### config.mk
export PLATFORM = sky130hd
export DESIGN_NAME = gdtc_cell
export DESIGN_NICKNAME = d
export VERILOG_FILES = /design/src/hw/rtl/gap_difference_triangle_checker_core_assert.svh /design/src/hw/rtl/gdtc_pkg.sv /design/src/hw/rtl/gdtc_cell.sv
export SDC_FILE = /design/constraint.sdc
export NUM_CORES = 1
export LEC_CHECK = 0
export BUFFER_PORTS_ARGS = -buffer_cell sky130_fd_sc_hd__buf_4
export CAP_MARGIN = 40
export CORE_MARGIN = 5
export CORE_UTILIZATION = 62
export DETAILED_ROUTE_END_ITERATION = 16
export GPL_TIMING_DRIVEN = 1
export PLACE_DENSITY = 0.87
export SYNTH_ARGS = -nofsm -noshare
export SYNTH_HDL_FRONTEND = slang
export SYNTH_SLANG_ARGS = --single-unit
export TNS_END_PERCENT = 10
### constraint.sdc
create_clock -name i_clk -period 7.4 [get_ports i_clk]
set_input_delay 0.74 -clock i_clk [delete_from_list [all_inputs] [get_ports i_clk]]
set_output_delay 0.74 -clock i_clk [all_outputs]
set_load 0.03 [all_outputs]
### src/hw/rtl/gap_difference_triangle_checker_core_assert.svh
// Assertion macros for the gap difference triangle checker
`ifndef GAP_DIFFERENCE_TRIANGLE_CHECKER_CORE_ASSERT_SVH
`define GAP_DIFFERENCE_TRIANGLE_CHECKER_CORE_ASSERT_SVH
`ifndef SYNTHESIS
`define GDTC_ASSERT_IMP(label, clk, rst_n, ante, cons, msg) \
    label: assert property (@(posedge clk) disable iff (!rst_n) (ante) |-> (cons)) \
        else $error(msg);
`define GDTC_ASSERT_NXT(label, clk, rst_n, ante, cons, msg) \
    label: assert property (@(posedge clk) disable iff (!rst_n) (ante) |=> (cons)) \
        else $error(msg);
`else
`define GDTC_ASSERT_IMP(label, clk, rst_n, ante, cons, msg)
`define GDTC_ASSERT_NXT(label, clk, rst_n, ante, cons, msg)
`endif
`endif

### src/hw/rtl/gdtc_pkg.sv
// Shared constants, types and helpers of the gap difference triangle checker
package gdtc_pkg;

    localparam int MAX_GAP     = 128;
    localparam int MAX_LEN     = 1024;
    localparam int VALUE_WIDTH = 31;

    localparam int CFG_W    = 8;
    localparam int COUNT_W  = 11;
    localparam int GAP_AW   = (MAX_GAP > 1) ? $clog2(MAX_GAP) : 1;
    localparam int GAP_CW   = $clog2(MAX_GAP + 1);
    localparam int LEVEL_W  = (MAX_LEN > 1) ? $clog2(MAX_LEN) : 1;
    localparam int DRAIN_W  = $clog2(MAX_LEN + 1);

    typedef logic [VALUE_WIDTH-1:0] t_gdtc_value;

    typedef struct packed {
        logic                 valid;
        logic                 done;
        logic [LEVEL_W-1:0]   level;
        t_gdtc_value          val;
    } t_gdtc_wave;

    typedef struct packed {
        logic        item;
        logic        last;
        logic        has_diff;
        t_gdtc_value diff;
    } t_gdtc_front;

    function automatic t_gdtc_value gdtc_absdiff(t_gdtc_value a, t_gdtc_value b);
        return (a >= b) ? (a - b) : (b - a);
    endfunction

endpackage

### src/hw/rtl/gdtc_cell.sv
// One triangle cell: newest element of one row and the wave register behind it
module gdtc_cell import gdtc_pkg::*; (
    input  logic               i_clk,
    input  logic               i_rst_n,
    input  logic [LEVEL_W-1:0] i_index,
    input  t_gdtc_wave         i_wave,
    output t_gdtc_wave         o_wave
);

    t_gdtc_value r_row;
    t_gdtc_wave  r_out;
    t_gdtc_wave  n_out;
    logic        active;
    logic        terminal;

    always_comb begin
        active   = i_wave.valid && !i_wave.done;
        terminal = active && (i_wave.level == i_index);
        n_out    = i_wave;
        if (terminal) begin
            n_out.done  = 1'b1;
            n_out.valid = (i_index != '0) && (i_wave.val != VALUE_WIDTH'(1));
        end else if (active) begin
            n_out.val = gdtc_absdiff(r_row, i_wave.val);
        end
    end

    always_ff @(posedge i_clk) begin
        if (active) begin
            r_row <= i_wave.val;
        end
        r_out.done  <= n_out.done;
        r_out.level <= n_out.level;
        r_out.val   <= n_out.val;
        if (!i_rst_n) begin
            r_out.valid <= 1'b0;
        end else begin
            r_out.valid <= n_out.valid;
        end
    end

    assign o_wave = r_out;

endmodule

==> impl_results.rst <==
.. list-table::
   :header-rows: 1

   * - Metric
     - Value
   * - Post-synth top area cell
     - edfxtp_1
   * - Clk pwr share
     - 23.7%
   * - Post-DP Area
     - 6650 µm²
   * - Maximum capacitance violations
     - 0
   * - Antenna violations before repair
     - 0
   * - Gate power share
     - 39.6%
   * - Fin. max-slew vios
     - 0
   * - Number of sinks on the clock net
     - 74
   * - Post-cts gate resize count
     - 0
   * - Worst-margin pin slew
     - 0.748 ns
   * - Routability congestion estimate from global placement
     - 0.962
   * - Depth of the worst hold-timing path
     - 1
   * - Data arrival time at the worst-slack endpoint
     - 3.98 ns
   * - Stage delay of the slowest cell on the critical path
     - 0.47 ns
   * - Worst hold slack after final layout
     - 0.500 ns
   * - Post-DR vias/cell
     - 6.05
   * - Post-CTS setup buffers
     - 0
   * - Worst min path class
     - in2reg
   * - Least setup slack across all paths after layout
     - 3.69 ns
   * - Die footprint
     - 11600 µm²
   * - Synthesized Nets
     - 828
   * - Net switching power figure
     - 0.492 mW
   * - Cells after synthesis
     - 710
   * - I/O pins
     - 98
   * - Fraction of synthesized cell area taken by the top area cell type
     - 15.8%
   * - Number of buffers inserted by port buffering
     - 97
   * - Placed cells
     - 903
   * - Post-route non-filler standard cell count
     - 919
   * - Post-route minimum period
     - 3.71 ns
   * - Global-route wire length before repair
     - 27100 µm
   * - Number of flops mapped to enable cells by yosys
     - 31
   * - Die height
     - 108 µm
   * - Fill count
     - 734
   * - Portion of the clock cycle consumed by the worst path in the final layout
     - 50.1%
   * - Largest net degree at the start of global routing
     - 36
   * - Setup repair after global routing missed its margin
     - no
   * - Top cells by instance count after synthesis
     - inv_1 (76), nand2_1 (67), a21oi_1 (66), ha_1 (61)
   * - Routed Wire Length
     - 16500 µm
   * - Count of TritonRoute iterations in the first routing pass
     - 5
   * - Fin Clk Skew
     - 0.0157 ns
   * - Post-cts hold buffer count
     - 0
   * - Grt total ovfl
     - 0
   * - CTS Root Buffer Type
     - clkbuf_8
   * - Post-route cell area
     - 6840 µm²
   * - Number of buffers added by the clock tree synthesis step
     - 9
   * - Net Sw Frac
     - 37.8%
   * - Ranking of synthesized cells by area
     - edfxtp_1 (16%), dfxtp_1 (15%), ha_1 (13%)
   * - Via count of the first global-routing pass
     - 5451
   * - Die Wd
     - 108 µm
   * - Required time of the critical path
     - 7.67 ns
   * - Final setup violation count
     - 0
   * - Detailed placement HPWL
     - 12900 µm
   * - Floorplan Core Area
     - 9280 µm²
   * - Worst hold endpoint
     - o_wave[32]$_DFF_P_
   * - Number of nets with antenna violations after detailed routing
     - 0
   * - Pwr Density
     - 190 nW/µm²
   * - Critical register-to-register path startpoint
     - r_row[16]$_DFFE_PP_
   * - Register-to-register setup slack
     - 3.79 ns
   * - Latest clock arrival within the worst-skew pair
     - 0.36 ns
   * - All-layer global routing usage
     - 29.1%
   * - Max-slew headroom at the worst pin
     - 49.7%
   * - Endpoint of the worst register-to-register path
     - o_wave[28]$_DFF_P_
   * - Cells along the critical path
     - buf_4 -> inv_1 -> ha_1 -> a21oi_1 -> a22oi_1 -> nand2b_1 -> o21ai_1 -> o21ai_2 -> nand2_2 -> mux2_2 -> a221o_1 -> o21a_1 -> o31ai_2
   * - Share of power burned in registers
     - 36.7%
   * - Worst Setup Path Type
     - in2reg
   * - Remaining routing DRC violations
     - 0
   * - Number of library cell types mapped by synthesis
     - 69
   * - Antenna cell count
     - 0
   * - Library cell contributing the largest single delay on the critical path
     - ha_1
   * - Nature of the critical path startpoint
     - input port
   * - Internal power
     - 0.808 mW
   * - Final TNS setup
     - 0 ns
   * - Final hold vios
     - 0
   * - Type of element capturing the critical path
     - flop
   * - Share of synthesized registers carrying an async set or reset
     - 0%
   * - Initial core utilization
     - 63.6%
   * - Critical Path Fanout Max
     - 25
   * - Worst VDD drop
     - 153 µV
   * - Leakage
     - 3.24 nW
   * - Area grow syn2layout
     - 15.8%
   * - Number of H-tree branching levels
     - 3
   * - Run status
     - complete, no violations
   * - FP Rows
     - 35
   * - Sequential area share after synthesis
     - 30.3%
   * - Worst hold start
     - i_wave[32]
   * - Synthesized area divided by synthesized cell count
     - 8.32 µm²
   * - Ratio of cells with drive above 1 in the final layout
     - 18.4%
   * - Yosys warning count
     - 0
   * - Most instantiated flip-flop cell in the synthesis netlist
     - dfxtp_1
   * - Number of synthesized register bits
     - 74
   * - Total via count after detailed routing
     - 5560
   * - Clock tree from TritonCTS
     - built
   * - Clock Pin Slew Worst Setup and Hold Paths
     - 0.08 ns
   * - Worst slack, placed
     - 3.40 ns
   * - Most numerous cell in the Yosys netlist
     - inv_1
   * - Starting DRC count in detailed routing
     - 368
   * - Upper clock frequency limit
     - 270 MHz
   * - Netlist Area Pre-Place
     - 5910 µm²
   * - WL/cell
     - 18.0 µm
   * - Nets@finish
     - 903
   * - Cells on worst reg2reg path
     - 11
   * - Clock buffer depth
     - 2
routing by layer:
layer,track usage (%),share of wire (%),vias up
li1,-,-,2663
met1,39.3,43,2578
met2,46.9,45,285
met3,6.42,9.3,34
met4,8.12,1.9,0
met5,0,0,-
worst max path at each step:
stage               startpoint                 end  slack [ns]
floorplan           i_wave[41]  o_wave[28]$_DFF_P_        3.56
detailed placement   i_wave[5]  o_wave[28]$_DFF_P_        3.40
global route        i_wave[16]  o_wave[28]$_DFF_P_        3.52
CTS                  i_wave[5]  o_wave[28]$_DFF_P_        3.77
finish              i_wave[16]  o_wave[28]$_DFF_P_        3.69
global placement    i_wave[14]  o_wave[25]$_DFF_P_        3.50
state kept, by name (all words and copies together), names as in the netlist:
| register | flops |
|---|---|
| r_row | 31 |
| o_wave | 43 |
logic make-up after synthesis:
group                      count (synthesis)  share of synthesized area [%]
AOI/OAI and AO/OA                        231                           25.8
and+or+nand+nor                          181                           14.5
buffers and inverters                    112                           8.01
DFF                                       74                           30.3
adders and majority gates                 63                           13.6
xor gates and xnor gates                  33                           4.89
muxes                                     16                           2.86
cell type report:
type                       instances  area, µm²  area share [%]
clock buffer                      11        153            2.23
clock inverter                     5       33.8           0.494
inverter                          77        289            4.23
multi-input combinational        524       3650            53.3
sequential                        74       1790            26.2
tap                              129        161            2.36
timing repair buffer              99        763            11.2
per-stage QoR:
| stage | total power [mW] | utilization [%] |
|---|---|---|
| after CTS | 1.30 | 73.7 |
| final | 1.30 | 73.7 |
| after global placement | 0.983 | 71.3 |
| after detailed placement | 0.991 | 71.6 |
| after global routing | 1.37 | 73.7 |
| after floorplan | 0.843 | - |
critical path, delay by kind of cell:
kind,cells,cell delay [ns]
compound gates,7,1.64
buf+inv,2,0.17
mux,1,0.44
simple gates,2,0.52
fa+ha+maj,1,0.47
placed cells by master (no fill, tap or decap), types with 3 or more instances in the layout:
master / instances
a221o_1: 3
ha_1: 61
and3_1: 6
mux2i_1: 9
buf_4: 98
xnor2_1: 24
inv_1: 76
dfxtp_1: 43
or2_2: 3
a211oi_2: 3
nand4_1: 18
a211oi_1: 4
nor2_1: 40
a221oi_1: 3
a21oi_1: 66
nor2b_1: 7
o211ai_1: 5
xor2_1: 9
o221ai_1: 3
o21ai_0: 43
o21a_1: 5
clkbuf_8: 9
a21o_1: 29
nand3_1: 8
mux2_2: 7
o21bai_1: 15
nand2_1: 67
nor3_1: 9
a21oi_2: 3
o21ai_1: 11
nor4_1: 9
and2_1: 3
o31ai_1: 4
edfxtp_1: 31
a31oi_1: 8
power by group through the flow:
stage               registers, mW  logic [mW]  clock network [mW]
finish                      0.477       0.515               0.308
detailed placement          0.486       0.504                   0
global route                0.481       0.559               0.335
floorplan                   0.533       0.310                   0
global placement            0.485       0.498                   0
CTS                         0.477       0.507               0.314
(Power assumes the default switching activity.)
