==> src/hw/rtl/gap_difference_triangle_checker_core_assert.svh <==
// Assertion macros for the gap difference triangle checker
`ifndef GAP_DIFFERENCE_TRIANGLE_CHECKER_CORE_ASSERT_SVH
`define GAP_DIFFERENCE_TRIANGLE_CHECKER_CORE_ASSERT_SVH
`ifndef SYNTHESIS
`define GDTC_ASSERT_IMP(label, clk, rst_n, ante, cons, msg) \
    label: assert property (@(posedge clk) disable iff (!rst_n) (ante) |-> (cons)) \
        else $error(msg);
`define GDTC_ASSERT_NXT(label, clk, rst_n, ante, cons, msg) \
    label: assert property (@(posedge clk) disable iff (!rst_n) (ante) |=> (cons)) \
        else $error(msg);
`else
`define GDTC_ASSERT_IMP(label, clk, rst_n, ante, cons, msg)
`define GDTC_ASSERT_NXT(label, clk, rst_n, ante, cons, msg)
`endif
`endif

==> src/hw/rtl/gdtc_pkg.sv <==
// Shared constants, types and helpers of the gap difference triangle checker
package gdtc_pkg;

    localparam int MAX_GAP     = 128;
    localparam int MAX_LEN     = 1024;
    localparam int VALUE_WIDTH = 31;

    localparam int CFG_W    = 8;
    localparam int COUNT_W  = 11;
    localparam int GAP_AW   = (MAX_GAP > 1) ? $clog2(MAX_GAP) : 1;
    localparam int GAP_CW   = $clog2(MAX_GAP + 1);
    localparam int LEVEL_W  = (MAX_LEN > 1) ? $clog2(MAX_LEN) : 1;
    localparam int DRAIN_W  = $clog2(MAX_LEN + 1);

    typedef logic [VALUE_WIDTH-1:0] t_gdtc_value;

    typedef struct packed {
        logic                 valid;
        logic                 done;
        logic [LEVEL_W-1:0]   level;
        t_gdtc_value          val;
    } t_gdtc_wave;

    typedef struct packed {
        logic        item;
        logic        last;
        logic        has_diff;
        t_gdtc_value diff;
    } t_gdtc_front;

    function automatic t_gdtc_value gdtc_absdiff(t_gdtc_value a, t_gdtc_value b);
        return (a >= b) ? (a - b) : (b - a);
    endfunction

endpackage

==> src/hw/rtl/gdtc_gap_line.sv <==
// Gap delay line and gap difference front end
module gdtc_gap_line import gdtc_pkg::*; (
    input  logic             i_clk,
    input  logic             i_rst_n,
    input  logic             i_take,
    input  t_gdtc_value      i_value,
    input  logic             i_last,
    input  logic [CFG_W-1:0] i_gap,
    output t_gdtc_front      o_front
);

    localparam int SUM_W = GAP_CW + 1;

    t_gdtc_value        r_mem [MAX_GAP];
    t_gdtc_value        r_rd_data;
    logic [GAP_AW-1:0]  r_wr_pos;
    logic [GAP_CW-1:0]  r_in_count;
    logic               r_b_item;
    logic               r_b_last;
    logic               r_b_has;
    t_gdtc_value        r_b_value;
    t_gdtc_front        r_c;

    logic [GAP_CW-1:0]  gap_eff;
    logic [SUM_W-1:0]   rd_sum;
    logic [GAP_AW-1:0]  rd_addr;

    always_comb begin
        if (i_gap == '0) begin
            gap_eff = GAP_CW'(1);
        end else if (32'(i_gap) > 32'(MAX_GAP)) begin
            gap_eff = GAP_CW'(MAX_GAP);
        end else begin
            gap_eff = GAP_CW'(i_gap);
        end
        rd_sum = SUM_W'(r_wr_pos) + SUM_W'(MAX_GAP) - SUM_W'(gap_eff);
        if (32'(rd_sum) >= 32'(MAX_GAP)) begin
            rd_addr = GAP_AW'(rd_sum - SUM_W'(MAX_GAP));
        end else begin
            rd_addr = GAP_AW'(rd_sum);
        end
    end

    always_ff @(posedge i_clk) begin
        if (i_take) begin
            r_mem[r_wr_pos] <= i_value;
            r_rd_data       <= r_mem[rd_addr];
            r_b_value       <= i_value;
            r_b_last        <= i_last;
            r_b_has         <= (r_in_count >= gap_eff);
        end
    end

    always_ff @(posedge i_clk) begin
        r_c.last     <= r_b_last;
        r_c.has_diff <= r_b_has;
        r_c.diff     <= gdtc_absdiff(r_rd_data, r_b_value);
        if (!i_rst_n) begin
            r_wr_pos   <= '0;
            r_in_count <= '0;
            r_b_item   <= 1'b0;
            r_c.item   <= 1'b0;
        end else begin
            r_b_item <= i_take;
            r_c.item <= r_b_item;
            if (i_take) begin
                r_wr_pos <= (32'(r_wr_pos) == MAX_GAP - 1) ? '0 : r_wr_pos + 1'b1;
                if (i_last) begin
                    r_in_count <= '0;
                end else if (32'(r_in_count) < MAX_GAP) begin
                    r_in_count <= r_in_count + 1'b1;
                end
            end
        end
    end

    assign o_front = r_c;

endmodule

==> config.mk <==
export PLATFORM = sky130hd
export DESIGN_NAME = gdtc_gap_line
export DESIGN_NICKNAME = d
export VERILOG_FILES = /design/src/hw/rtl/gap_difference_triangle_checker_core_assert.svh /design/src/hw/rtl/gdtc_pkg.sv /design/src/hw/rtl/gdtc_gap_line.sv
export SDC_FILE = /design/constraint.sdc
export NUM_CORES = 2
export LEC_CHECK = 0
export BUFFER_PORTS_ARGS = -buffer_cell sky130_fd_sc_hd__buf_4
export CAP_MARGIN = 20
export CORE_MARGIN = 3
export CORE_UTILIZATION = 40
export DETAILED_ROUTE_END_ITERATION = 6
export PLACE_DENSITY = 0.55
export SLEW_MARGIN = 15
export SYNTH_ARGS = -nofsm -noshare
export SYNTH_HDL_FRONTEND = slang
export SYNTH_SLANG_ARGS = --single-unit
==> constraint.sdc <==
create_clock -name i_clk -period 6.3 [get_ports i_clk]
set_input_delay 1.89 -clock i_clk [delete_from_list [all_inputs] [get_ports i_clk]]
set_output_delay 1.89 -clock i_clk [all_outputs]
set_load 0.005 [all_outputs]
==> run_results.csv <==
group,metric,value,unit
yosys,ys_types,74,
clock_network,clock_pin_slew_of_the_registers_on_the_worst_case_setup_and_hold_paths,60,ps
pwr,p_per_area,351,nW/µm²
place,gpl.final_weighted_congestion,0.840,
yosys,synth_edf_count,4032,
routing,vias,81943,
yosys,syn_area_per_cell,21.0,µm²
pwr,total_power,65200,µW
clock_network,cts.root.buffer_cell,"sky130_fd_sc_hd__clkbuf_16",
yosys,postSynth.asyncResetShare,0,
die,io_pins,77,
place,io_buffer_count,76,
routing,route.final.wire_length,466000,µm
routing,drt-wirelength-per-cell,33.7,µm
global_route,grt_antenna_before_repair,33,
yosys,synth.most_common_cell,"sky130_fd_sc_hd__edfxtp_1",
sta,period_share,0.923,
global_route,first_global_vias,82507,
routing,post_route_drc,0,
yosys,synth-seq-cells,4082,
place,dp_hpwl,284000,µm
sta,setup_repair_after_global_routing_missed_its_margin,"no",
sta,clock-skew-final,99.7,ps
die,die_area,407000,µm²
die,initial_core_util,0.402,
routing,viasPerCell,5.92,
clock_network,cts.hold.buffers_added,0,
clock_network,worst_skew_pair.late_latency,1020,ps
cells_and_area,synthToLayoutAreaGrowth,16.1,%
cells_and_area,final_layout_size_suffix_gt1_frac,0.295,
die,die_width,638,µm
yosys,synthesis.area,160000,µm²
hold_path,hold_path.class,"flip-flop to flip-flop",
die,placementRows,231,
yosys,sequential_fraction_of_the_synthesis_area,0.765,
global_route,grt_first_pass_wirelength,654000,µm
global_route,track_usage,0.227,
clock_network,tritoncts,"done",
sta,final.setup.worst_slack,484,ps
critical_path,critical_path_arrival,6470,ps
cells_and_area,fin_util,0.467,
routing,initialDrtViolationCount,10670,
status,outcome,"complete, no violations",
critical_path,worst_ep_required_time,6950,ps
critical_path,timing.setup.critical_path_class,"primary input to flip-flop",
place,placed_instance_area,172000,µm²
die,placeableCoreArea,397000,µm²
clock_network,post-cts-setup-buffers,0,
routing,first_pass_iters,7,
sta,finalCriticalPeriod,5820,ps
run,maxCapViolations,0,
critical_path,cp_max_fo,25,
critical_path,cp-start-kind,"primary input",
yosys,netlist_top_cells_count,"4032 x sky130_fd_sc_hd__edfxtp_1, 1076 x sky130_fd_sc_hd__mux4_2, 671 x sky130_fd_sc_hd__nand2_1",
global_route,grt_start_max_net_pins,130,
sta,timing_hold_violations_final,0,
routing,count_of_antenna_violating_nets_left_after_detailed_routing,0,
global_route,grt.overflow.total,0,
sta,timing.max_slew.rel_slack,0.181,
yosys,synth_warnings,0,
sta,clock.fmax,172,MHz
yosys,postSynthNetCount,7709,
yosys,postSynthCellCount,7586,
pwr,leakage,0.0594,µW
yosys,synthFlopType,"sky130_fd_sc_hd__edfxtp_1",
cells_and_area,fin_area,185000,µm²
clock_network,cts_buffers,427,
sta,worst_pin_slew,1230,ps
clock_network,post_cts_resized,0,
pwr,irDropWorstVdd,0.000254,V
critical_path,critPathCaptureType,"flip-flop",
yosys,share_of_the_synthesized_area_in_the_top_cell_type,0.758,
clock_network,cts.sink_count,4082,
cells_and_area,nets,8363,
sta,final_max_slew_viol_count,0,
clock_network,number_of_levels_in_the_clock_h_tree,5,
die,die_y,638,µm
yosys,synth_top_cell_by_area,"sky130_fd_sc_hd__edfxtp_1",
yosys,biggest_area_contributors_in_the_synthesized_netlist,"sky130_fd_sc_hd__edfxtp_1 76%, sky130_fd_sc_hd__mux4_2 15%, sky130_fd_sc_hd__nand2_1 1.6%",
sta,finalSetupViolCount,0,
sta,setup_total_negative_slack,0,ps
place,place_worst_setup_slack,-545,ps
clock_network,clockBufferDepth,4,
==> kinds of logic after synthesis <==
group           count (synthesis)  share of synthesized area
mux                          1163                      0.158
compound gates                520                     0.0226
simple gates                 1178                     0.0320
flops                        4082                      0.765
xor+xnor                       43                    0.00236
buf+inv                       520                     0.0143
fa+ha+maj                      80                    0.00641
==> critical path, cell delays in order <==
cell	delay, ps
sky130_fd_sc_hd__buf_4	120
sky130_fd_sc_hd__nor4_1	370
sky130_fd_sc_hd__a21oi_1	170
sky130_fd_sc_hd__nor2_1	110
sky130_fd_sc_hd__buf_4	150
sky130_fd_sc_hd__ha_4	140
sky130_fd_sc_hd__fa_4	700
sky130_fd_sc_hd__buf_12	200
sky130_fd_sc_hd__buf_12	180
sky130_fd_sc_hd__buf_12	180
sky130_fd_sc_hd__mux4_2	300
sky130_fd_sc_hd__nand2_1	90
sky130_fd_sc_hd__nand2_1	60
sky130_fd_sc_hd__o21ai_0	850
sky130_fd_sc_hd__buf_4	250
sky130_fd_sc_hd__o221ai_1	190
sky130_fd_sc_hd__a21oi_1	410
sky130_fd_sc_hd__a211oi_1	90
==> per-stage QoR <==
stage	cells	hold WS [ps]
floorplan	7586	323
global placement	13039	333
detailed placement	13046	327
CTS	13832	341
global route	13842	346
finish	13849	340
==> path summary, 6_finish.rpt <==
check / slack (ps) / depth (start not counted) / to / startpoint
max: 480 / 18 / r_rd_data[7] / i_gap[2]
min: 340 / 0 / o_front[32] / r_b_last
max reg2reg: 1110 / 10 / r_rd_data[10] / r_wr_pos[1]
min reg2reg: 340 / 0 / o_front[32] / r_b_last
==> metal layers <==
layer / vias up / track usage / share of wire
li1: 32860 / - / -
met1: 44891 / 0.324 / 0.41
met2: 3573 / 0.369 / 0.48
met3: 607 / 0.0297 / 0.073
met4: 12 / 0.0592 / 0.029
met5: - / 0 / 0.00017
==> placed cells by master (no fill, tap or decap), types with 26 or more instances in the layout <==
master                         n
sky130_fd_sc_hd__dfxtp_1      50
sky130_fd_sc_hd__mux4_2     1076
sky130_fd_sc_hd__nand3_1     145
sky130_fd_sc_hd__bufinv_16    39
sky130_fd_sc_hd__a31oi_1      28
sky130_fd_sc_hd__o21ai_0     109
sky130_fd_sc_hd__mux2_2       45
sky130_fd_sc_hd__nand2_1     664
sky130_fd_sc_hd__inv_1        84
sky130_fd_sc_hd__xnor2_1      26
sky130_fd_sc_hd__buf_12      102
sky130_fd_sc_hd__and3_1       69
sky130_fd_sc_hd__a21oi_1      84
sky130_fd_sc_hd__clkinv_1    129
sky130_fd_sc_hd__buf_4       551
sky130_fd_sc_hd__clkinv_2     73
sky130_fd_sc_hd__and2_1       27
sky130_fd_sc_hd__a311oi_1     93
sky130_fd_sc_hd__mux2i_1      40
sky130_fd_sc_hd__nor2_4      120
sky130_fd_sc_hd__nor2_1       55
sky130_fd_sc_hd__ha_1         76
sky130_fd_sc_hd__clkbuf_1     74
sky130_fd_sc_hd__clkbuf_16   431
sky130_fd_sc_hd__a21o_1       28
sky130_fd_sc_hd__edfxtp_1   4032
==> state kept, by name (all words and copies together) (netlist names), 7 cells and up <==
signal and count:
o_front 34, r_wr_pos 7, r_rd_data 31, r_mem 3968
r_b_value 31, r_in_count 8
==> final cells by class <==
| cell class | count | area, µm² |
|---|---|---|
| diodes | 10 | 25.0 |
| flip-flops and latches | 4082 | 122000 |
| repair buffers | 661 | 6340 |
| clock inverters | 281 | 2680 |
| inverters | 84 | 315 |
| well taps | 5242 | 6560 |
| fillers | 32795 | 211000 |
| multi-input cells | 2984 | 36400 |
| clock buffers | 505 | 11100 |
==> report_power, final <==
| part | total [µW] | internal (µW) | switching, µW |
|---|---|---|---|
| combinational | 10100 | 4170 | 5880 |
| clock | 24800 | 14100 | 10600 |
| sequential | 30300 | 30100 | 246 |
| total | 65200 | 48400 | 16800 |
Power figures use the tool's default switching activity.
